### config.mk
export PLATFORM = sky130hd
export DESIGN_NAME = armg_matrix
export DESIGN_NICKNAME = d
export VERILOG_FILES = /design/src/rtl/core/armg_pkg.sv /design/src/rtl/core/armg_matrix.sv
export VERILOG_INCLUDE_DIRS = /design/src /design/src/rtl/core
export SDC_FILE = /design/constraint.sdc
export NUM_CORES = 1
export LEC_CHECK = 0
export BUFFER_PORTS_ARGS = -buffer_cell sky130_fd_sc_hd__buf_4
export CORE_MARGIN = 2
export CORE_UTILIZATION = 43
export DETAILED_ROUTE_END_ITERATION = 7
export PLACE_DENSITY = 0.69
export SETUP_SLACK_MARGIN = 0.3
export SLEW_MARGIN = 30
export SYNTH_ARGS = -nofsm -noshare
export SYNTH_HDL_FRONTEND = slang
export SYNTH_SLANG_ARGS = --single-unit
### constraint.sdc
create_clock -name clk -period 5.9 [get_ports clk]
set_input_delay 0 -clock clk [delete_from_list [all_inputs] [get_ports clk]]
set_output_delay 0 -clock clk [all_outputs]
set_load 0.02 [all_outputs]
### src/rtl/core/axis_rotation_matrix_generator_macros.svh
// ============================================================================
// Assertion macros for the axis rotation matrix generator
// Shared implication checks, clocked on the rising edge and held off in reset.
// ============================================================================
`ifndef AXIS_ROTATION_MATRIX_GENERATOR_MACROS_SVH
`define AXIS_ROTATION_MATRIX_GENERATOR_MACROS_SVH

// Same-cycle implication: the consequent holds whenever the antecedent does.
`define ARMG_ASSERT_IMPL(lbl, clk, rst_n, ante, cons) \
  lbl: assert property (@(posedge clk) disable iff (!rst_n) (ante) |-> (cons)) \
    else $error("same-cycle implication check failed");

// Next-cycle implication: the consequent holds in the cycle after the antecedent.
`define ARMG_ASSERT_NEXT(lbl, clk, rst_n, ante, cons) \
  lbl: assert property (@(posedge clk) disable iff (!rst_n) (ante) |=> (cons)) \
    else $error("next-cycle implication check failed");

`endif

### src/rtl/core/armg_pkg.sv
// ============================================================================
// Axis rotation matrix generator package
// Fixed widths, codes and CORDIC constants shared by the pipeline modules.
// ============================================================================
package armg_pkg;

  // Field widths of the words on the ports.
  localparam int ANG_W = 24;
  localparam int SEL_W = 2;
  localparam int OUT_W = 18;

  // Axis selector codes.
  localparam logic [SEL_W-1:0] SEL_X     = 2'd0;
  localparam logic [SEL_W-1:0] SEL_Y     = 2'd1;
  localparam logic [SEL_W-1:0] SEL_Z     = 2'd2;
  localparam logic [SEL_W-1:0] SEL_IDENT = 2'd3;

  // Quadrant codes of the reduced angle.
  localparam logic [1:0] QUAD_0 = 2'd0;
  localparam logic [1:0] QUAD_1 = 2'd1;
  localparam logic [1:0] QUAD_2 = 2'd2;
  localparam logic [1:0] QUAD_3 = 2'd3;

  // Angle reduction: one quadrant is 90 degrees at 8 fraction bits.
  // Adding 92 full turns makes any input positive without changing it mod 360.
  localparam int V_W         = 25;
  localparam int QQ_W        = 10;
  localparam int R_W         = 15;
  localparam int T_SHIFT     = 9;
  localparam int T_W         = V_W - T_SHIFT;
  localparam int QUAD_UNITS  = 23040;
  localparam int ANGLE_BIAS  = 90112;
  // ceil(2^21 / 45): exact floor(t / 45) for every t below 2^16.
  localparam int RECIP_45    = 46604;
  localparam int RECIP_SHIFT = 21;
  localparam int RQ_W        = T_W + 17;

  // CORDIC working precision.
  localparam int WORK_BITS  = 38;
  localparam int XY_W       = WORK_BITS + 3;
  localparam int MAX_STAGES = 24;
  localparam real TWO_POW_WORK = 274877906944.0;

  // Degrees-to-radians step for one input unit, Q45.
  localparam int UNIT_RAD_FRAC = 45;
  localparam int ZP_W          = R_W + 32;
  localparam int Z_SH          = UNIT_RAD_FRAC - WORK_BITS;
  localparam logic [31:0] UNIT_RAD_Q45 =
    32'(longint'(3.14159265358979324 / 46080.0 * 35184372088832.0));

  // Inverse CORDIC gain, Q38.
  localparam longint GAIN_Q38 = longint'(0.60725293500888126 * TWO_POW_WORK);

  // Short arctangent series for small arguments 2^-i.
  function automatic real atan_small(int i);
    real x;
    x = 2.0 ** (-i);
    return x - (x ** 3) / 3.0 + (x ** 5) / 5.0 - (x ** 7) / 7.0;
  endfunction

  // Arctangent of 2^-i in Q38.
  localparam longint ATAN_Q38 [MAX_STAGES] = '{
    longint'(0.78539816339744831 * TWO_POW_WORK),
    longint'(0.46364760900080612 * TWO_POW_WORK),
    longint'(0.24497866312686416 * TWO_POW_WORK),
    longint'(0.12435499454676144 * TWO_POW_WORK),
    longint'(atan_small(4) * TWO_POW_WORK),
    longint'(atan_small(5) * TWO_POW_WORK),
    longint'(atan_small(6) * TWO_POW_WORK),
    longint'(atan_small(7) * TWO_POW_WORK),
    longint'(atan_small(8) * TWO_POW_WORK),
    longint'(atan_small(9) * TWO_POW_WORK),
    longint'(atan_small(10) * TWO_POW_WORK),
    longint'(atan_small(11) * TWO_POW_WORK),
    longint'(atan_small(12) * TWO_POW_WORK),
    longint'(atan_small(13) * TWO_POW_WORK),
    longint'(atan_small(14) * TWO_POW_WORK),
    longint'(atan_small(15) * TWO_POW_WORK),
    longint'(atan_small(16) * TWO_POW_WORK),
    longint'(atan_small(17) * TWO_POW_WORK),
    longint'(atan_small(18) * TWO_POW_WORK),
    longint'(atan_small(19) * TWO_POW_WORK),
    longint'(atan_small(20) * TWO_POW_WORK),
    longint'(atan_small(21) * TWO_POW_WORK),
    longint'(atan_small(22) * TWO_POW_WORK),
    longint'(atan_small(23) * TWO_POW_WORK)
  };

  // Side data that travels with each word down the pipeline.
  typedef struct packed {
    logic             zero;
    logic [1:0]       quad;
    logic [SEL_W-1:0] sel;
  } tag_t;

endpackage

### src/rtl/core/armg_matrix.sv
// ============================================================================
// Matrix assembly back end
// Rounds and clamps cosine and sine, unfolds the quadrant and places the
// entries of the elementary rotation matrix, over two register stages.
// ============================================================================
module armg_matrix
  import armg_pkg::*;
#(
  parameter int FRAC_BITS = 16
) (
  input  logic                        clk,
  input  logic                        rst_n,
  input  logic                        in_valid,
  input  tag_t                        in_tag,
  input  logic signed [XY_W-1:0]      in_x,
  input  logic signed [XY_W-1:0]      in_y,
  output logic                        out_valid,
  output logic signed [FRAC_BITS+1:0] m00,
  output logic signed [FRAC_BITS+1:0] m01,
  output logic signed [FRAC_BITS+1:0] m02,
  output logic signed [FRAC_BITS+1:0] m10,
  output logic signed [FRAC_BITS+1:0] m11,
  output logic signed [FRAC_BITS+1:0] m12,
  output logic signed [FRAC_BITS+1:0] m20,
  output logic signed [FRAC_BITS+1:0] m21,
  output logic signed [FRAC_BITS+1:0] m22
);

  `include "axis_rotation_matrix_generator_macros.svh"

  localparam int ENT_W = FRAC_BITS + 2;
  localparam int SH    = WORK_BITS - FRAC_BITS;
  localparam logic signed [XY_W-1:0]  HALF_W  = XY_W'(1) << (SH - 1);
  localparam logic signed [XY_W-1:0]  ONE_W   = XY_W'(1) << FRAC_BITS;
  localparam logic signed [XY_W-1:0]  MONE_W  = -ONE_W;
  localparam logic signed [ENT_W-1:0] ONE_E   = ENT_W'(1) << FRAC_BITS;
  localparam logic signed [ENT_W-1:0] ZERO_E  = '0;

  // Stage 1: round to nearest with ties up, then clamp to plus or minus one.
  logic signed [XY_W-1:0]  rx;
  logic signed [XY_W-1:0]  ry;
  logic signed [ENT_W-1:0] cr_nxt;
  logic signed [ENT_W-1:0] sr_nxt;
  logic signed [ENT_W-1:0] cr_r;
  logic signed [ENT_W-1:0] sr_r;
  tag_t                    tag1_r;
  logic                    val1_r;

  assign rx = (in_x + HALF_W) >>> SH;
  assign ry = (in_y + HALF_W) >>> SH;

  always_comb begin
    cr_nxt = ENT_W'(rx);
    sr_nxt = ENT_W'(ry);
    if (rx > ONE_W) begin
      cr_nxt = ONE_E;
    end else if (rx < MONE_W) begin
      cr_nxt = -ONE_E;
    end
    if (ry > ONE_W) begin
      sr_nxt = ONE_E;
    end else if (ry < MONE_W) begin
      sr_nxt = -ONE_E;
    end
    // A residual of exactly zero gives exact cosine and sine.
    if (in_tag.zero) begin
      cr_nxt = ONE_E;
      sr_nxt = ZERO_E;
    end
  end

  // Stage 2: unfold the quadrant and place the entries.
  logic signed [ENT_W-1:0] cs;
  logic signed [ENT_W-1:0] sn;
  logic signed [ENT_W-1:0] e_nxt [9];
  logic signed [ENT_W-1:0] e_r   [9];
  logic [SEL_W-1:0]        sel2_r;
  logic                    val2_r;

  always_comb begin
    case (tag1_r.quad)
      QUAD_0:  begin cs = cr_r;  sn = sr_r;  end
      QUAD_1:  begin cs = -sr_r; sn = cr_r;  end
      QUAD_2:  begin cs = -cr_r; sn = -sr_r; end
      default: begin cs = sr_r;  sn = -cr_r; end
    endcase
  end

  always_comb begin
    for (int k = 0; k < 9; k++) begin
      e_nxt[k] = ZERO_E;
    end
    unique case (tag1_r.sel)
      SEL_X: begin
        e_nxt[0] = ONE_E;
        e_nxt[4] = cs;
        e_nxt[5] = -sn;
        e_nxt[7] = sn;
        e_nxt[8] = cs;
      end
      SEL_Y: begin
        e_nxt[0] = cs;
        e_nxt[2] = sn;
        e_nxt[4] = ONE_E;
        e_nxt[6] = -sn;
        e_nxt[8] = cs;
      end
      SEL_Z: begin
        e_nxt[0] = cs;
        e_nxt[1] = -sn;
        e_nxt[3] = sn;
        e_nxt[4] = cs;
        e_nxt[8] = ONE_E;
      end
      default: begin
        e_nxt[0] = ONE_E;
        e_nxt[4] = ONE_E;
        e_nxt[8] = ONE_E;
      end
    endcase
  end

  // Valid bits.
  always_ff @(posedge clk) begin
    if (!rst_n) begin
      val1_r <= 1'b0;
      val2_r <= 1'b0;
    end else begin
      val1_r <= in_valid;
      val2_r <= val1_r;
    end
  end

  // Payload registers.
  always_ff @(posedge clk) begin
    cr_r   <= cr_nxt;
    sr_r   <= sr_nxt;
    tag1_r <= in_tag;
    sel2_r <= tag1_r.sel;
    for (int k = 0; k < 9; k++) begin
      e_r[k] <= e_nxt[k];
    end
  end

  assign out_valid = val2_r;
  assign m00 = e_r[0];
  assign m01 = e_r[1];
  assign m02 = e_r[2];
  assign m10 = e_r[3];
  assign m11 = e_r[4];
  assign m12 = e_r[5];
  assign m20 = e_r[6];
  assign m21 = e_r[7];
  assign m22 = e_r[8];

  // Each axis word must have the shape of a rotation in its plane.
  `ARMG_ASSERT_IMPL(a_rot_x, clk, rst_n, val2_r && sel2_r == SEL_X,
    e_r[4] == e_r[8] && e_r[5] == -e_r[7] && e_r[0] == ONE_E)
  `ARMG_ASSERT_IMPL(a_rot_y, clk, rst_n, val2_r && sel2_r == SEL_Y,
    e_r[0] == e_r[8] && e_r[2] == -e_r[6] && e_r[4] == ONE_E)
  `ARMG_ASSERT_IMPL(a_rot_z, clk, rst_n, val2_r && sel2_r == SEL_Z,
    e_r[0] == e_r[4] && e_r[1] == -e_r[3] && e_r[8] == ONE_E)
  // A zero angle about X gives an exact unit cosine in the next cycle.
  `ARMG_ASSERT_NEXT(a_zero_exact, clk, rst_n,
    val1_r && tag1_r.zero && tag1_r.quad == QUAD_0 && tag1_r.sel == SEL_X,
    e_r[4] == ONE_E && e_r[7] == ZERO_E)

endmodule

==> run_results.csv <==
group,metric,value,unit
floorplanning,die_area,22420,µm²
synthesis,synthTopCellsByCount,"dfxtp_1 (201), nor2_1 (142), and2_1 (65)",
route,wirelength,26.03,mm
pwr,p_leak,5.107,nW
timing,setup_viol,0,
layout,drive_gt1_frac,0.2486,
synthesis,synth_top_cell_area_share,0.4405,
synthesis,synthesis.nets,1101,
placement,place.gp.congestion,0.9340,
timing,hold_viol_final,0,
worst_setup_path,cpPeakStageDelay,780,ps
worst_setup_path,setup.worst_path.end,"e_r[0][121]$_SDFF_PN0_",
worst_setup_path,r2r.worst_path.cells,7,
timing,drv_slew,0,
flow_run,cap_viol_max_count,0,
route,ant_nets,0,
route,remaining_drc_errors,0,
cts,cts_tree,"yes",
global_route,antenna_found_initial,0,
timing,tightest_slew,889.1,ps
timing,timing.slew.headroom,0.4066,
cts,ctsResizeCount,0,
timing,setup-tns-final,0,ps
worst_setup_path,worst-path-buf-inv,0,
route,viasPerCell,5.462,
synthesis,syn_inst,1003,
cts,cts_buffer_depth,3,
floorplanning,coreArea,20960,µm²
global_route,track_usage,0.2223,
worst_setup_path,rr_endpoint,"e_r[0][121]$_SDFF_PN0_",
worst_setup_path,slowest_stage,"dfxtp_2",
layout,synthToLayoutAreaGrowth,34.29,%
worst_setup_path,critPathLaunch,"tag1_r[2]$_DFF_P_",
timing,final_min_period_over_clock_period,0.6522,
synthesis,synth_top_area_cell,"dfxtp_1",
synthesis,synth_area,9134,µm²
global_route,first_global_vias,7673,
worst_setup_path,crit_chain,"mux2_4 -> a222oi_1 -> nand3_2 -> or4b_4 -> nor4_4 -> or3b_4 -> mux2_1",
global_route,grt_max_degree,53,
placement,dp_slack,2070,ps
synthesis,synth-main-ff-cell,"dfxtp_1",
synthesis,synth_edf_count,0,
synthesis,synth_most_common_cell,"dfxtp_1",
synthesis,yosys_warnings,0,
timing,fin_crit,3848,ps
route,dr.pass1.iters,5,
placement,io_buffers,210,
route,drt_iter0_drc,680,
synthesis,ys_seq_elements,201,
cts,cts_buffers,20,
worst_setup_path,r2r_start,"tag1_r[2]$_DFF_P_",
global_route,grt_first_pass_wirelength,40.22,mm
cts,postCtsSetupBuffers,0,
global_route,overflow,0,
route,vias,8401,
timing,rsz0062_at_grt,"false",
floorplanning,rows,53,
synthesis,seq_area_frac_synth,0.4405,
cts,cts_root_buf,"clkbuf_16",
synthesis,async_flop_share,0,
floorplanning,die_w,149.7,µm
route,post_drt_wl_per_cell,16.93,µm
worst_setup_path,crit_family,"simple AND/OR/NAND/NOR gates",
worst_setup_path,worst-path-stages,7,
min_path,hp-start,"in_x[21]",
synthesis,syn_area_per_cell,9.106,µm²
synthesis,synth.area.top_cells,"dfxtp_1 (44%), nor2_1 (5.8%), and2_1 (4.5%), xnor2_1 (3.5%), nor3_1 (2.8%)",
floorplanning,pin_count,253,
placement,dp_hpwl,19.01,mm
worst_setup_path,critical_path_class,"flip-flop to flip-flop",
floorplanning,start_util,0.4359,
pwr,power_density,301.4,nW/µm²
min_path,min_path_type,"input pin to flip-flop",
timing,max_freq,259.9,MHz
timing,setup_slack,2052,ps
synthesis,ys_types,90,
worst_setup_path,worst_ep_required_time,6280,ps
pwr,ir_drop,0.1721,mV
cts,cts.sinks,201,
cts,path_clk_slew,60,ps
cts,worstSkewPairLatency,500,ps
worst_setup_path,r2r_setup_slack,2050,ps
layout,nNetsFinal,1347,
timing,skew,24.61,ps
cts,cts_max_level,1,
status,outcome,"finished clean",
worst_setup_path,start_kind,"flip-flop",
layout,n_antenna_cell,0,
worst_setup_path,cp.arrival,4230,ps
floorplanning,fp.dieH,149.7,µm
worst_setup_path,critPathMaxFanout,36,
worst_setup_path,worstSetupEndpointType,"flip-flop",
[how the worst min path moves through the flow]
stage,to,slack [ps],depth (start not counted)
finish,cr_r[2]$_SDFF_PP0_,50,4
detailed placement,tag1_r[2]$_DFF_P_,110,1
global placement,tag1_r[2]$_DFF_P_,110,1
floorplan,tag1_r[0]$_DFF_P_,30,0
CTS,cr_r[2]$_SDFF_PP0_,50,4
global route,cr_r[2]$_SDFF_PP0_,90,4
[timing repair]
item	in CTS	in global routing
endpoints found under the setup margin	0	0
hold buffers	71	0
endpoints found under the hold margin	42	0
[sequential cells by signal (all words and copies together) (netlist names)]
| register | flops |
|---|---|
| cr_r | 18 |
| val1_r | 1 |
| sr_r | 18 |
| tag1_r | 4 |
| e_r | 159 |
| out_valid | 1 |
[metrics by stage]
| stage | cells | power [mW] | instance area (µm²) | utilization | hold slack [ps] |
|---|---|---|---|---|---|
| 3_3_place_gp | 1430 | 2.297 | 10790 | 0.5149 | 106.3 |
| 6_report | 1538 | 3.697 | 12270 | 0.5853 | 47.92 |
| 2_1_floorplan | 1003 | 2.009 | 9134 | - | 27.72 |
| 5_1_grt | 1538 | 3.839 | 12270 | 0.5853 | 92.12 |
| 4_1_cts | 1538 | 3.707 | 12250 | 0.5848 | 45.60 |
| 3_5_place_dp | 1431 | 2.308 | 10810 | 0.5158 | 105.7 |
[routing by layer]
metal | global-route usage | wire (µm) | vias up
met2 | 0.3904 | 12620 | 340
met5 | 0 | 0 | -
met4 | 0.07547 | 884 | 0
met3 | 0.03293 | 2017 | 62
li1 | - | - | 4065
met1 | 0.2790 | 10510 | 3934
[cell usage in the layout (no fill, tap or decap), types with 12 or more instances in the layout]
master and count:
buf_4 219, dfxtp_1 200, nor2_1 142, dlygate4sd3_1 71
and2_1 65, nor3_1 51, nand2_1 50, xnor2_1 36
nand3_1 29, a21oi_1 29, nor4_1 22, o21ai_0 20
clkbuf_16 20, inv_1 19, a211oi_1 19, xor2_1 17
and3_1 13, a31oi_1 13, nand4_1 13, or3_1 12
mux2_2 12
[tightest hold or removal path: cells and delay by family]
kind,cells,cell delay (ps)
AO/OA/AOI/OAI,1,50
XOR/XNOR,1,140
buffers and inverters,1,100
AND/OR/NAND/NOR,1,190
[kinds of logic after synthesis]
| logic type | Yosys count | share of synthesized area |
|---|---|---|
| muxes | 38 | 0.05973 |
| buffers and inverters | 89 | 0.04562 |
| and+or+nand+nor | 460 | 0.2640 |
| AOI/OAI and AO/OA | 154 | 0.1284 |
| DFF | 201 | 0.4405 |
| xor gates and xnor gates | 53 | 0.05082 |
| adders and majority gates | 8 | 0.01096 |
[power breakdown]
part,switching (mW),internal (mW)
Sequential,0.0580,1.46
Clock,0.527,0.847
Combinational,0.469,0.338
[final cells by class]
cell class                      count  area [µm²]
Clock buffer                       28       600.6
Clock inverter                      8       135.1
Fill cell                        1831        8690
Inverter                           22       82.58
Multi-Input combinational cell    713        4712
Sequential cell                   201        4025
Tap cell                          275       344.1
Timing Repair Buffer              291        2366
Note: power is estimated with default switching activity, not from simulation.
