===== src/rtl/core/axis_rotation_matrix_generator_macros.svh =====
// ============================================================================
// Assertion macros for the axis rotation matrix generator
// Shared implication checks, clocked on the rising edge and held off in reset.
// ============================================================================
`ifndef AXIS_ROTATION_MATRIX_GENERATOR_MACROS_SVH
`define AXIS_ROTATION_MATRIX_GENERATOR_MACROS_SVH

// Same-cycle implication: the consequent holds whenever the antecedent does.
`define ARMG_ASSERT_IMPL(lbl, clk, rst_n, ante, cons) \
  lbl: assert property (@(posedge clk) disable iff (!rst_n) (ante) |-> (cons)) \
    else $error("same-cycle implication check failed");

// Next-cycle implication: the consequent holds in the cycle after the antecedent.
`define ARMG_ASSERT_NEXT(lbl, clk, rst_n, ante, cons) \
  lbl: assert property (@(posedge clk) disable iff (!rst_n) (ante) |=> (cons)) \
    else $error("next-cycle implication check failed");

`endif


===== src/rtl/core/armg_pkg.sv =====
// ============================================================================
// Axis rotation matrix generator package
// Fixed widths, codes and CORDIC constants shared by the pipeline modules.
// ============================================================================
package armg_pkg;

  // Field widths of the words on the ports.
  localparam int ANG_W = 24;
  localparam int SEL_W = 2;
  localparam int OUT_W = 18;

  // Axis selector codes.
  localparam logic [SEL_W-1:0] SEL_X     = 2'd0;
  localparam logic [SEL_W-1:0] SEL_Y     = 2'd1;
  localparam logic [SEL_W-1:0] SEL_Z     = 2'd2;
  localparam logic [SEL_W-1:0] SEL_IDENT = 2'd3;

  // Quadrant codes of the reduced angle.
  localparam logic [1:0] QUAD_0 = 2'd0;
  localparam logic [1:0] QUAD_1 = 2'd1;
  localparam logic [1:0] QUAD_2 = 2'd2;
  localparam logic [1:0] QUAD_3 = 2'd3;

  // Angle reduction: one quadrant is 90 degrees at 8 fraction bits.
  // Adding 92 full turns makes any input positive without changing it mod 360.
  localparam int V_W         = 25;
  localparam int QQ_W        = 10;
  localparam int R_W         = 15;
  localparam int T_SHIFT     = 9;
  localparam int T_W         = V_W - T_SHIFT;
  localparam int QUAD_UNITS  = 23040;
  localparam int ANGLE_BIAS  = 90112;
  // ceil(2^21 / 45): exact floor(t / 45) for every t below 2^16.
  localparam int RECIP_45    = 46604;
  localparam int RECIP_SHIFT = 21;
  localparam int RQ_W        = T_W + 17;

  // CORDIC working precision.
  localparam int WORK_BITS  = 38;
  localparam int XY_W       = WORK_BITS + 3;
  localparam int MAX_STAGES = 24;
  localparam real TWO_POW_WORK = 274877906944.0;

  // Degrees-to-radians step for one input unit, Q45.
  localparam int UNIT_RAD_FRAC = 45;
  localparam int ZP_W          = R_W + 32;
  localparam int Z_SH          = UNIT_RAD_FRAC - WORK_BITS;
  localparam logic [31:0] UNIT_RAD_Q45 =
    32'(longint'(3.14159265358979324 / 46080.0 * 35184372088832.0));

  // Inverse CORDIC gain, Q38.
  localparam longint GAIN_Q38 = longint'(0.60725293500888126 * TWO_POW_WORK);

  // Short arctangent series for small arguments 2^-i.
  function automatic real atan_small(int i);
    real x;
    x = 2.0 ** (-i);
    return x - (x ** 3) / 3.0 + (x ** 5) / 5.0 - (x ** 7) / 7.0;
  endfunction

  // Arctangent of 2^-i in Q38.
  localparam longint ATAN_Q38 [MAX_STAGES] = '{
    longint'(0.78539816339744831 * TWO_POW_WORK),
    longint'(0.46364760900080612 * TWO_POW_WORK),
    longint'(0.24497866312686416 * TWO_POW_WORK),
    longint'(0.12435499454676144 * TWO_POW_WORK),
    longint'(atan_small(4) * TWO_POW_WORK),
    longint'(atan_small(5) * TWO_POW_WORK),
    longint'(atan_small(6) * TWO_POW_WORK),
    longint'(atan_small(7) * TWO_POW_WORK),
    longint'(atan_small(8) * TWO_POW_WORK),
    longint'(atan_small(9) * TWO_POW_WORK),
    longint'(atan_small(10) * TWO_POW_WORK),
    longint'(atan_small(11) * TWO_POW_WORK),
    longint'(atan_small(12) * TWO_POW_WORK),
    longint'(atan_small(13) * TWO_POW_WORK),
    longint'(atan_small(14) * TWO_POW_WORK),
    longint'(atan_small(15) * TWO_POW_WORK),
    longint'(atan_small(16) * TWO_POW_WORK),
    longint'(atan_small(17) * TWO_POW_WORK),
    longint'(atan_small(18) * TWO_POW_WORK),
    longint'(atan_small(19) * TWO_POW_WORK),
    longint'(atan_small(20) * TWO_POW_WORK),
    longint'(atan_small(21) * TWO_POW_WORK),
    longint'(atan_small(22) * TWO_POW_WORK),
    longint'(atan_small(23) * TWO_POW_WORK)
  };

  // Side data that travels with each word down the pipeline.
  typedef struct packed {
    logic             zero;
    logic [1:0]       quad;
    logic [SEL_W-1:0] sel;
  } tag_t;

endpackage


===== src/rtl/core/armg_angle_reduce.sv =====
// ============================================================================
// Angle reduction front end
// Wraps the angle modulo 360 degrees, splits off the quadrant and scales the
// residual to radians in Q38, over four register stages.
// ============================================================================
module armg_angle_reduce
  import armg_pkg::*;
(
  input  logic                   clk,
  input  logic                   rst_n,
  input  logic                   in_valid,
  input  logic [SEL_W-1:0]       in_sel,
  input  logic signed [ANG_W-1:0] in_angle,
  output logic                   z_valid,
  output tag_t                   z_tag,
  output logic signed [XY_W-1:0] z_ang
);

  // Stage 1: bias to a positive value and estimate the quadrant count.
  logic [V_W-1:0]  v_nxt;
  logic [RQ_W-1:0] qprod;
  logic [V_W-1:0]  v1_r;
  logic [QQ_W-1:0] qq1_r;
  logic [SEL_W-1:0] sel1_r;
  logic            val1_r;

  assign v_nxt = V_W'({~in_angle[ANG_W-1], in_angle[ANG_W-2:0]}) + V_W'(ANGLE_BIAS);
  assign qprod = RQ_W'(v_nxt[V_W-1:T_SHIFT]) * RQ_W'(RECIP_45);

  // Stage 2: residual within the quadrant.
  logic [V_W-1:0] qbase;
  logic [R_W-1:0] rem_nxt;
  logic [R_W-1:0] r2_r;
  tag_t           tag2_r;
  logic           val2_r;

  assign qbase   = V_W'(qq1_r) * V_W'(QUAD_UNITS);
  assign rem_nxt = R_W'(v1_r - qbase);

  // Stage 3: residual times the radian step.
  logic [ZP_W-1:0] zp3_r;
  tag_t            tag3_r;
  logic            val3_r;

  // Stage 4: round to nearest at the working precision.
  logic [ZP_W-1:0]       zr;
  logic signed [XY_W-1:0] z4_r;
  tag_t                  tag4_r;
  logic                  val4_r;

  assign zr = zp3_r + (ZP_W'(1) << (Z_SH - 1));

  // Valid bits.
  always_ff @(posedge clk) begin
    if (!rst_n) begin
      val1_r <= 1'b0;
      val2_r <= 1'b0;
      val3_r <= 1'b0;
      val4_r <= 1'b0;
    end else begin
      val1_r <= in_valid;
      val2_r <= val1_r;
      val3_r <= val2_r;
      val4_r <= val3_r;
    end
  end

  // Payload registers.
  always_ff @(posedge clk) begin
    v1_r        <= v_nxt;
    qq1_r       <= qprod[RECIP_SHIFT +: QQ_W];
    sel1_r      <= in_sel;
    r2_r        <= rem_nxt;
    tag2_r.sel  <= sel1_r;
    tag2_r.quad <= qq1_r[1:0];
    tag2_r.zero <= (rem_nxt == '0);
    zp3_r       <= ZP_W'(r2_r) * ZP_W'(UNIT_RAD_Q45);
    tag3_r      <= tag2_r;
    z4_r        <= XY_W'(zr >> Z_SH);
    tag4_r      <= tag3_r;
  end

  assign z_valid = val4_r;
  assign z_tag   = tag4_r;
  assign z_ang   = z4_r;

endmodule


===== config.mk =====
export PLATFORM = sky130hd
export DESIGN_NAME = armg_angle_reduce
export DESIGN_NICKNAME = d
export VERILOG_FILES = /design/src/rtl/core/axis_rotation_matrix_generator_macros.svh /design/src/rtl/core/armg_pkg.sv /design/src/rtl/core/armg_angle_reduce.sv
export SDC_FILE = /design/constraint.sdc
export NUM_CORES = 1
export LEC_CHECK = 0
export BUFFER_PORTS_ARGS = -buffer_cell sky130_fd_sc_hd__buf_4
export CAP_MARGIN = 20
export CORE_ASPECT_RATIO = 1.5
export CORE_MARGIN = 2
export CORE_UTILIZATION = 30
export DETAILED_ROUTE_END_ITERATION = 8
export GPL_TIMING_DRIVEN = 0
export PLACE_DENSITY = 0.42
export SKIP_LAST_GASP = 1
export SYNTH_ARGS = -nofsm -noshare
export SYNTH_HDL_FRONTEND = slang
export SYNTH_SLANG_ARGS = --single-unit

===== constraint.sdc =====
create_clock -name clk -period 11.03 [get_ports clk]
set_clock_uncertainty 0.15 [all_clocks]
set_input_delay 1.6545 -clock clk [delete_from_list [all_inputs] [get_ports clk]]
set_output_delay 1.6545 -clock clk [all_outputs]
set_load 0.05 [all_outputs]

==> results of run 1 <==
[cell families after synthesis]
group	after synthesis
AOI/OAI and AO/OA	127
xor gates and xnor gates	111
adders and majority gates	472
buffers and inverters	389
DFF	138
other	1
and+or+nand+nor	180
[cells in the mapped netlist (3+ instances only)]
master      n  area, um^2
a21o_1     16         120
nor2b_1     5        31.3
nand2b_1    3        18.8
nor4_1      6        37.5
a211o_1     5        43.8
and2_1      8        50.1
inv_1     385        1450
ha_1      276        3450
a31oi_1     8        50.1
nand2_1    44         165
and3_1     10        62.6
o21ai_0    14        70.1
a21oi_1    40         200
xor2_1     30         263
o21a_1      7        52.6
dfxtp_1   138        2760
fa_1      196        3920
nor3_1      6        30.0
nand4_1    13        81.3
or2_2      10        62.6
o21bai_1    9        67.6
xnor2_1    81         709
nor2_1     31         116
nand3_1    29         145
[registers in the layout (all words and copies together), names as in the netlist]
signal / cells
z_tag: 5
sel1_r: 2
val1_r: 1
zp3_r: 41
tag2_r: 5
val2_r: 1
z_valid: 1
qq1_r: 6
val3_r: 1
v1_r: 15
tag3_r: 5
r2_r: 15
z_ang: 40
[metal layers]
metal  vias up  share of wire (%)  global-route usage (%)
met4         0                2.7                    5.52
met1      4534                 37                    13.6
met3        45                1.6                    1.67
li1       4647                  -                       -
met5         -                  0                       0
met2        93                 59                    29.6
[layout make-up]
cell class,instances,area (um^2)
Clock buffer,19,443
Timing Repair Buffer,75,561
Multi-Input combinational cell,891,10200
Clock inverter,12,173
Fill cell,4929,31200
Buffer,4,21.3
Inverter,385,1450
Tap cell,600,751
Sequential cell,138,2760
[final timing paths]
kind                      from        end  cells past startpoint
setup reg to reg       r2_r[4]  zp3_r[46]                     19
hold / removal       tag2_r[2]  tag3_r[2]                      0
setup / recovery  in_angle[13]   qq1_r[5]                     22
hold reg to reg      tag2_r[2]  tag3_r[2]                      0
[metrics by stage]
step	hold WS, ns	utilization [%]
global route	0.181	34.4
CTS	0.178	34.4
floorplan	0.160	-
global placement	0.164	33.1
detailed placement	0.163	33.1
finish	0.176	34.4
[placed cells by master (no fill, tap or decap), types with 3 or more instances in the layout]
cell	synthesis	routed
ha_1	276	276
nor4_1	6	6
a211o_1	5	5
clkinv_2	0	4
xor2_1	30	30
buf_2	2	3
dfxtp_1	138	138
nand2b_1	3	3
nor2_1	31	31
a31oi_1	8	8
and2_1	8	8
o21bai_1	9	9
and3_1	10	10
nand4_1	13	13
or2_2	10	10
nand2_1	44	44
a21oi_1	40	40
nor3_1	6	6
buf_4	1	75
clkbuf_16	0	17
o21ai_0	14	14
xnor2_1	81	81
o21a_1	7	7
bufinv_16	0	4
nor2b_1	5	5
nand3_1	29	29
inv_1	385	385
a21o_1	16	16
fa_1	196	196
==> run metrics, run 1 <==
Slew @ Worst Pin 1.11 ns; Min Clock Period, post-route 7.54 ns; Synth Area in Adders 51.1%; post-synthesis compound-gate area fraction 6.38%; Layout area overhead 13.4%; Pins Over Slew Limit 0; xor/xnor cell area share of the yosys netlist 6.74%; Synth cell types 59; Seq/Total Area, Yosys 19.1%; IO buf count 74; Fmax 0.133 GHz; cells after synthesis 1418; root buffer cell clkbuf_16; Clock Pin Slew Worst Setup and Hold Paths 0.06 ns; post-route ant nets 0; run status finished, final reports clean; Placer Congestion 0.849; Max-cap violations 0; Die Wd 183 um; mean post-synth cell area 10.2 um^2; asr flop ratio synth 0%; syn nets 1919; setup violators final 0; initial drt markers 222; fin crit share 68.3%; Antenna Cells 0; Simple-Gate Fraction of Synth Area 6.43%; setup ws final 3.49 ns; Crit-path slowest cell xnor2_1; CP peak stage delay 0.73 ns; Total Nets Final 2013; pre-CTS WS 2.87 ns; Yosys reg bits 138; Critical path buffers and inverters 5; RSZ-0062 raised after global routing no; multiplexer share of the synthesized area 0%; CP Cell Sequence buf_4 > inv_1 > ha_1 > inv_1 > a21oi_1 > xnor2_1 > ha_1 > fa_1 > inv_1 > fa_1 > fa_1 > inv_1 > fa_1 > ha_1 > ha_1 > a21o_1 > a21oi_1 > o21ai_0 > a211o_1 > a31o_2 > a21oi_1 > xnor2_1; Worst EP arrival 7.76 ns; Core Region 0.0476 mm^2; Row Count 98; Placed Area 0.0157 mm^2; Finished Cell Area 0.0164 mm^2; first-pass GRT wire length 53.5 mm; Clock Sinks 138; final WL 33.0 mm; Setup crit end kind flip-flop; layout cell share with drive strength beyond 1 8.73%; hold_buf cts 0; Global Route Usage Sum 14.1%; DIE HEIGHT 273 um; predominant post-synthesis flop cell dfxtp_1; pin count of the biggest net entering global routing 17; flop-to-flop setup slack 3.81 ns; Starting Density 30.3%; Layout Cells excl Fill 2124; grt ovf 0; largest family of logic cells by synthesized area adder cells; delay-heaviest family, CP adder cells; Post-DP HPWL 29.3 mm; via count 9319; CTS max path bufs 2; Clock Latency Late Sink 0.45 ns; Die ar. 0.0499 mm^2; critical path required time 11.25 ns; Rel. slew slack 24.9%; number of enable flip-flop cells after synthesis 0; final hold vios 0; CP max FO 6; total setup buffers inserted after CTS 0; CP Class in -> reg; post-CTS resize count 0; Setup crit start kind input pin; final setup TNS 0 ns; I/O Pins 76; CTS tree yes; routed len/inst 15.5 um; Ys Warns 0; Via density 4.39; placed cell count 2093; H-tree depth 4; vias in the first global route 10.3k; antenna violations before repair 0; detailed-route DRC error count 0; DRT Pass-1 Iters 4; mapped cell area 0.0144 mm^2; Worst Hold Class reg -> reg; total CTS buffers 17
Power of run 1 is not shown: default switching activity piles up to over one toggle a cycle in this logic, so the estimate is an artifact.
==> inputs of run 2 (changes only) <==
--- a/config.mk
+++ b/config.mk
@@ -5,6 +5,7 @@
 export SDC_FILE = /design/constraint.sdc
 export NUM_CORES = 1
 export LEC_CHECK = 0
+export ABC_AREA = 1
 export BUFFER_PORTS_ARGS = -buffer_cell sky130_fd_sc_hd__buf_4
 export CAP_MARGIN = 20
 export CORE_ASPECT_RATIO = 1.5
@@ -12,7 +13,7 @@
 export CORE_UTILIZATION = 30
 export DETAILED_ROUTE_END_ITERATION = 8
 export GPL_TIMING_DRIVEN = 0
-export PLACE_DENSITY = 0.42
+export PLACE_DENSITY = 0.43
 export SKIP_LAST_GASP = 1
 export SYNTH_ARGS = -nofsm -noshare
 export SYNTH_HDL_FRONTEND = slang
==> constraint.sdc (replaced) <==
create_clock -name clk -period 6.2 [get_ports clk]
set_clock_uncertainty 0.15 [all_clocks]
set_input_delay 0.93 -clock clk [delete_from_list [all_inputs] [get_ports clk]]
set_output_delay 0.93 -clock clk [all_outputs]
set_load 0.05 [all_outputs]
==> run 2 against run 1 <==
Effect of this change:
- global-route usage increased by 5.4 points
- count of clock-buffer cells in the layout increased by 1
- non-clock buffer count decreased by 1
- area after synthesis increased by 19%
- critical endpoint unchanged
- final area increased by 19%
==> run metrics, run 2 <==
number of enable flip-flop cells after synthesis 0 (unchanged); Simple-Gate Fraction of Synth Area 20.4% (was 6.43%); hold_buf cts 0 (unchanged); Total Nets Final 2851 (was 2013); mapped cell area 0.0172 mm^2 (was 0.0144 mm^2); Die ar. 0.0593 mm^2 (was 0.0499 mm^2); Crit-path slowest cell fa_1 (was xnor2_1); I/O Pins 76 (unchanged); pin count of the biggest net entering global routing 17 (unchanged); Die Wd 199 um (was 183 um); Hold Startpoint tag3_r[0] (was tag2_r[2]); CP max FO 5 (was 6); Core Region 0.0568 mm^2 (was 0.0476 mm^2); Clock Sinks 138 (unchanged); vias in the first global route 14.7k (was 10.3k); CTS max path bufs 2 (unchanged); Max-cap violations 0 (unchanged); Commonest cells post-synth inv_1, nand2_1, ha_1 (was inv_1, ha_1, fa_1); Placed Area 0.0187 mm^2 (was 0.0157 mm^2); worst r2r dst zp3_r[37] (was zp3_r[46]); Pins Over Slew Limit 0 (unchanged); Row Count 107 (was 98); routed len/inst 17.7 um (was 15.5 um); Worst Hold Class reg -> reg (unchanged); flop-to-flop setup slack 0.31 ns (was 3.81 ns); largest family of logic cells by synthesized area adder cells (unchanged); DIE HEIGHT 297 um (was 273 um); CTS tree yes (unchanged); Seq/Total Area, Yosys 16.1% (was 19.1%); Setup crit end kind flip-flop (unchanged); Slew @ Worst Pin 0.708 ns (was 1.11 ns); CP peak stage delay 0.55 ns (was 0.73 ns); Worst EP arrival 6.16 ns (was 7.76 ns); Setup crit start kind input pin (unchanged); DRT Pass-1 Iters 5 (was 4); Rel. slew slack 52.4% (was 24.9%); hold path depth 0 (unchanged); Synth cell types 33 (was 59); syn nets 2755 (was 1919); post-route ant nets 0 (unchanged); Finished Cell Area 0.0195 mm^2 (was 0.0164 mm^2); asr flop ratio synth 0% (unchanged); Clock Latency Late Sink 0.46 ns (was 0.45 ns); Post-DP HPWL 49.9 mm (was 29.3 mm); grt ovf 0 (unchanged); Ys Warns 0 (unchanged); Starting Density 30.3% (about the same); Placer Congestion 0.986 (was 0.849); initial drt markers 402 (was 222); Critical path buffers and inverters 6 (was 5); most frequent cells in the layout inv_1, nand2_1, ha_1 (was inv_1, ha_1, fa_1); cells after synthesis 2254 (was 1418); Crit. path cell count 22 (unchanged); top post-synthesis cells by area fa_1, ha_1, dfxtp_1 (unchanged); predominant post-synthesis flop cell dfxtp_1 (unchanged); Top reg by flops zp3_r (unchanged); via count 13.6k (was 9319); setup violators final 0 (unchanged); critical path required time 6.35 ns (was 11.25 ns); root buffer cell clkbuf_16 (unchanged); post-synthesis compound-gate area fraction 2.36% (was 6.38%); mean post-synth cell area 7.63 um^2 (was 10.2 um^2); CP Cell Sequence buf_4 > clkinvlp_4 > ha_2 > inv_1 > a21oi_4 > buf_4 > xnor2_4 > ha_1 > fa_1 > inv_1 > fa_1 > fa_1 > inv_1 > fa_1 > ha_1 > ha_1 > a21oi_1 > o21ai_0 > a21oi_1 > nand3_1 > nand3_1 > nand2_1 (was buf_4 > inv_1 > ha_1 > inv_1 > a21oi_1 > xnor2_1 > ha_1 > fa_1 > inv_1 > fa_1 > fa_1 > inv_1 > fa_1 > ha_1 > ha_1 > a21o_1 > a21oi_1 > o21ai_0 > a211o_1 > a31o_2 > a21oi_1 > xnor2_1); H-tree depth 4 (unchanged); Synth Area in Adders 42.9% (was 51.1%); Layout area overhead 13.5% (was 13.4%); total CTS buffers 17 (unchanged); Antenna Cells 0 (unchanged); Reg2Reg Depth 18 (was 19); CP Class in -> reg (unchanged); leading area contributor after synthesis fa_1 (unchanged); Fmax 0.166 GHz; most common cell in the netlist inv_1 (unchanged); Min Clock Period, post-route 6.02 ns; xor/xnor cell area share of the yosys netlist 4.18% (was 6.74%); first-pass GRT wire length 83.5 mm (was 53.5 mm); final hold vios 0 (unchanged); IO buf count 74 (unchanged); run status finished, final reports clean (unchanged); layout cell share with drive strength beyond 1 6.94% (was 8.73%); delay-heaviest family, CP adder cells (unchanged); detailed-route DRC error count 0 (unchanged); Largest register FFs 41 (unchanged); Yosys reg bits 138 (unchanged); RSZ-0062 raised after global routing yes (was no); Clock Pin Slew Worst Setup and Hold Paths 0.07 ns (was 0.06 ns); final WL 55.4 mm (was 33.0 mm); antenna violations before repair 0 (unchanged); most common cell after layout, fill and taps aside inv_1 (unchanged); fin crit share 97.0%; critical path's most frequent cell fa_1; Global Route Usage Sum 19.5% (was 14.1%); Reg-to-Reg Start r2_r[12] (was r2_r[4]); Via density 4.35 (was 4.39); post-synth top area share 22.8% (was 27.2%); worst min-delay path endpoint z_tag[0] (was tag3_r[2]); multiplexer share of the synthesized area 0% (unchanged)
## run 2: cell types whose count changed in the layout (fill, tap and decap cells not counted), sizes merged, moves of 10 or more
cell	before	now
xnor2	81	32
nand2	44	539
and3	10	0
nor3	7	33
nand4	13	32
nand3	29	69
inv	386	646
xor2	30	50
nor2	32	148
a21o	16	5
## run 2: worst max path at each step
stage | from | end | slack (ns)
floorplan | in_angle[13] | qq1_r[4] | 0.38
global placement | in_angle[13] | qq1_r[5] | -1.03
detailed placement | in_angle[13] | qq1_r[5] | -1.04
CTS | in_angle[13] | qq1_r[5] | -0.21
global route | in_angle[14] | qq1_r[5] | -0.06
finish | in_angle[13] | qq1_r[5] | 0.18
## run 2: worst reg2reg max path: stages, from the launching register on
cell and delay, ns:
dfxtp_2 0.54, inv_1 0.17, fa_1 0.59, fa_1 0.57, inv_1 0.06, fa_1 0.50
inv_1 0.05, fa_1 0.50, fa_1 0.54, inv_1 0.05, ha_1 0.30, ha_1 0.44
nand2_1 0.15, nor2_1 0.21, nand2_1 0.16, nor3_2 0.29, nand3_1 0.28, nand4_1 0.18
nand2_1 0.06
## run 2: through the flow
step                setup TNS, ns  utilization (%)  hold WS [ns]  setup slack (ns)  cells
floorplan                       0                -         0.160             0.378   2254
global placement            -6.33             32.9         0.161             -1.03   3091
detailed placement          -6.41             32.9         0.162             -1.04   3091
CTS                        -0.215             34.2         0.176            -0.215   3123
global route              -0.0570             34.4         0.181           -0.0570   3126
finish                          0             34.4         0.176             0.184   3126
## run 2: final cells by class
| cell class | instances | area (um^2) |
|---|---|---|
| Clock inverter | 12 | 160 |
| Inverter | 643 | 2420 |
| Fill cell | 6267 | 37200 |
| Buffer | 1 | 7.51 |
| Timing Repair Buffer | 77 | 578 |
| Multi-Input combinational cell | 1472 | 12200 |
| Sequential cell | 138 | 2790 |
| Clock buffer | 20 | 457 |
| Tap cell | 763 | 955 |
## run 2: per-layer routing
| layer | routed length [um] | part of all wire [%] | vias up | track usage (%) |
|---|---|---|---|---|
| li1 | - | - | 6896 | - |
| met1 | 17600 | 32 | 6317 | 16.5 |
| met5 | 0 | 0 | - | 0 |
| met3 | 1020 | 1.8 | 133 | 2.01 |
| met4 | 3880 | 7.0 | 0 | 12.8 |
| met2 | 32800 | 59 | 254 | 40.9 |
## run 2: what timing repair did
action,4_1_cts,5_1_grt
setup buffers,0,3
gates resized for setup,20,26
pin swaps,0,1
cloned,0,0
endpoints found under the setup margin,19,12
## run 2: kinds of logic after synthesis
kind of cell               count (synthesis)
and+or+nand+nor                          841
buffers and inverters                    644
adders and majority gates                472
DFF                                      138
xor gates and xnor gates                  82
AOI/OAI and AO/OA                         76
other                                      1
Power of run 2 is left out for the same reason.
==> inputs of run 3 (changes only) <==
--- a/config.mk
+++ b/config.mk
@@ -13,7 +13,7 @@
 export CORE_UTILIZATION = 30
 export DETAILED_ROUTE_END_ITERATION = 8
 export GPL_TIMING_DRIVEN = 0
-export PLACE_DENSITY = 0.43
+export PLACE_DENSITY = 0.42
 export SKIP_LAST_GASP = 1
 export SYNTH_ARGS = -nofsm -noshare
 export SYNTH_HDL_FRONTEND = slang
==> constraint.sdc (replaced) <==
create_clock -name clk -period 7.8 [get_ports clk]
set_clock_uncertainty 0.15 [all_clocks]
set_input_delay 1.17 -clock clk [delete_from_list [all_inputs] [get_ports clk]]
set_output_delay 1.17 -clock clk [all_outputs]
set_load 0.05 [all_outputs]
==> run 3 against run 2 <==
Effect of this change:
- worst setup slack gained 0.50 ns
- non-clock buffer count shrank 3
- die area stayed put
- sequential cell count is the same
- global-route usage up 0.058 points
- critical endpoint is now qq1_r[2]
- highest routed layer unchanged
==> run metrics, run 3 (same netlist as run 2, synthesis figures left out) <==
run status finished, final reports clean (unchanged); Reg-to-Reg Start r2_r[13] (was r2_r[12]); crit path from in_angle[13] (unchanged); pre-CTS WS 0.0570 ns (was -1.04 ns); initial drt markers 375 (was 402); via count 13.5k (was 13.6k); Total Nets Final 2848 (was 2851); Setup crit start kind input pin (unchanged); Largest register FFs 41 (unchanged); routed len/inst 17.8 um (was 17.7 um); CTS max path bufs 2 (unchanged); Clock Latency Late Sink 0.47 ns (was 0.46 ns); antenna violations before repair 0 (unchanged); Pins Over Slew Limit 0 (unchanged); final WL 55.7 mm (was 55.4 mm); DIE HEIGHT 297 um (unchanged); CP Class in -> reg (unchanged); layout cell share with drive strength beyond 1 5.26% (was 6.94%); Fmax 0.140 GHz; first-pass GRT wire length 83.6 mm (was 83.5 mm); Max-cap violations 0 (unchanged); Hold WS 0.175 ns (was 0.176 ns); Layout area overhead 12.2% (was 13.5%); Rel. slew slack 37.6% (was 52.4%); Clock Pin Slew Worst Setup and Hold Paths 0.07 ns (about the same); Placed Area 0.0187 mm^2 (unchanged); Clock Sinks 138 (unchanged); Min Clock Period, post-route 7.12 ns; Finished Cell Area 0.0193 mm^2 (was 0.0195 mm^2); setup ws final 0.680 ns (was 0.184 ns); Core Region 0.0568 mm^2 (unchanged); Setup crit end kind flip-flop (unchanged); Placer Congestion 1.02 (was 0.986); most frequent cells in the layout inv_1, nand2_1, ha_1 (unchanged); Post-DP HPWL 50.1 mm (was 49.9 mm); Die ar. 0.0593 mm^2 (unchanged); most common cell after layout, fill and taps aside inv_1 (unchanged); Row Count 107 (unchanged); setup violators final 0 (unchanged); final setup TNS 0 ns (unchanged); post-route ant nets 0 (unchanged); hold_buf cts 0 (unchanged); total CTS buffers 17 (unchanged); post-CTS resize count 0 (was 20); detailed-route DRC error count 0 (unchanged); Top reg by flops zp3_r (unchanged); Die Wd 199 um (unchanged); IO buf count 74 (unchanged); CTS tree yes (unchanged); H-tree depth 4 (unchanged); RSZ-0062 raised after global routing no (was yes); total setup buffers inserted after CTS 0 (unchanged); grt ovf 0 (unchanged); fin crit share 91.3%; Antenna Cells 0 (unchanged); critical path required time 8.00 ns (was 6.35 ns); I/O Pins 76 (unchanged); root buffer cell clkbuf_16 (unchanged); Worst Hold Class reg -> reg (unchanged); DRT Pass-1 Iters 5 (unchanged); Hold Startpoint tag3_r[0] (unchanged); Worst EP arrival 7.32 ns (was 6.16 ns); final hold vios 0 (unchanged); Slew @ Worst Pin 0.929 ns (was 0.708 ns); Global Route Usage Sum 19.6% (was 19.5%); Via density 4.32 (was 4.35); Starting Density 30.3% (unchanged); vias in the first global route 14.6k (was 14.7k); pin count of the biggest net entering global routing 17 (unchanged); CP max FO 6 (was 5)
==> run 3: changes by cell type in the layout (fill, tap and decap cells not counted), moves of 3 or more <==
| cell | previous run | this run |
|---|---|---|
| dfxtp_4 | 3 | 0 |
| xnor2_4 | 3 | 0 |
| nor3_1 | 27 | 30 |
| dfxtp_1 | 125 | 138 |
| nor3_2 | 6 | 3 |
| dfxtp_2 | 10 | 0 |
| xnor2_1 | 28 | 32 |
| ha_1 | 271 | 276 |
| nor2_1 | 141 | 144 |
| ha_2 | 4 | 0 |
| buf_4 | 78 | 75 |
==> run 3: through the flow <==
step           std cells  utilization [%]
6_report            3122             34.0
3_5_place_dp        3091             32.9
5_1_grt             3122             34.0
2_1_floorplan       2254                -
4_1_cts             3122             34.0
3_3_place_gp        3091             32.9
==> run 3: layout make-up <==
cell class                      instances  area (um^2)
Clock buffer                           19          443
Tap cell                              763          955
Inverter                              643         2410
Clock inverter                         12          139
Multi-Input combinational cell       1472        12000
Fill cell                            6281        37500
Sequential cell                       138         2760
Timing Repair Buffer                   74          556
Buffer                                  1         7.51
==> run 3: worst max-delay path, cell delays in order <==
cell and delay (ns):
buf_4 0.09, inv_1 0.18, ha_1 0.33, inv_1 0.07
a21oi_1 0.09, nor2_1 0.27, nand2_1 0.11, xnor2_1 0.56
ha_1 0.39, fa_1 0.48, inv_1 0.05, fa_1 0.50
fa_1 0.54, inv_1 0.04, ha_1 0.29, ha_1 0.31
ha_1 0.46, nand2_1 0.17, nor2_1 0.16, nor3b_1 0.48
nand4_1 0.31, nand4_1 0.16, nand2_1 0.09
==> run 3: final timing paths <==
check / to / slack [ns] / cells past startpoint
worst min register to register: z_tag[0] / 0.18 / 0
worst max register to register: zp3_r[37] / 1.31 / 18
worst min-delay path: z_tag[0] / 0.18 / 0
worst max-delay path: qq1_r[2] / 0.68 / 23
==> run 3: per-layer routing <==
layer	global-route usage (%)	vias to the layer above	wire [um]
li1	-	6888	-
met1	16.2	6220	17800
met2	40.4	258	32300
met3	2.17	135	1040
met4	14.9	0	4550
met5	0	-	0
Power of run 3 is left out for the same reason.
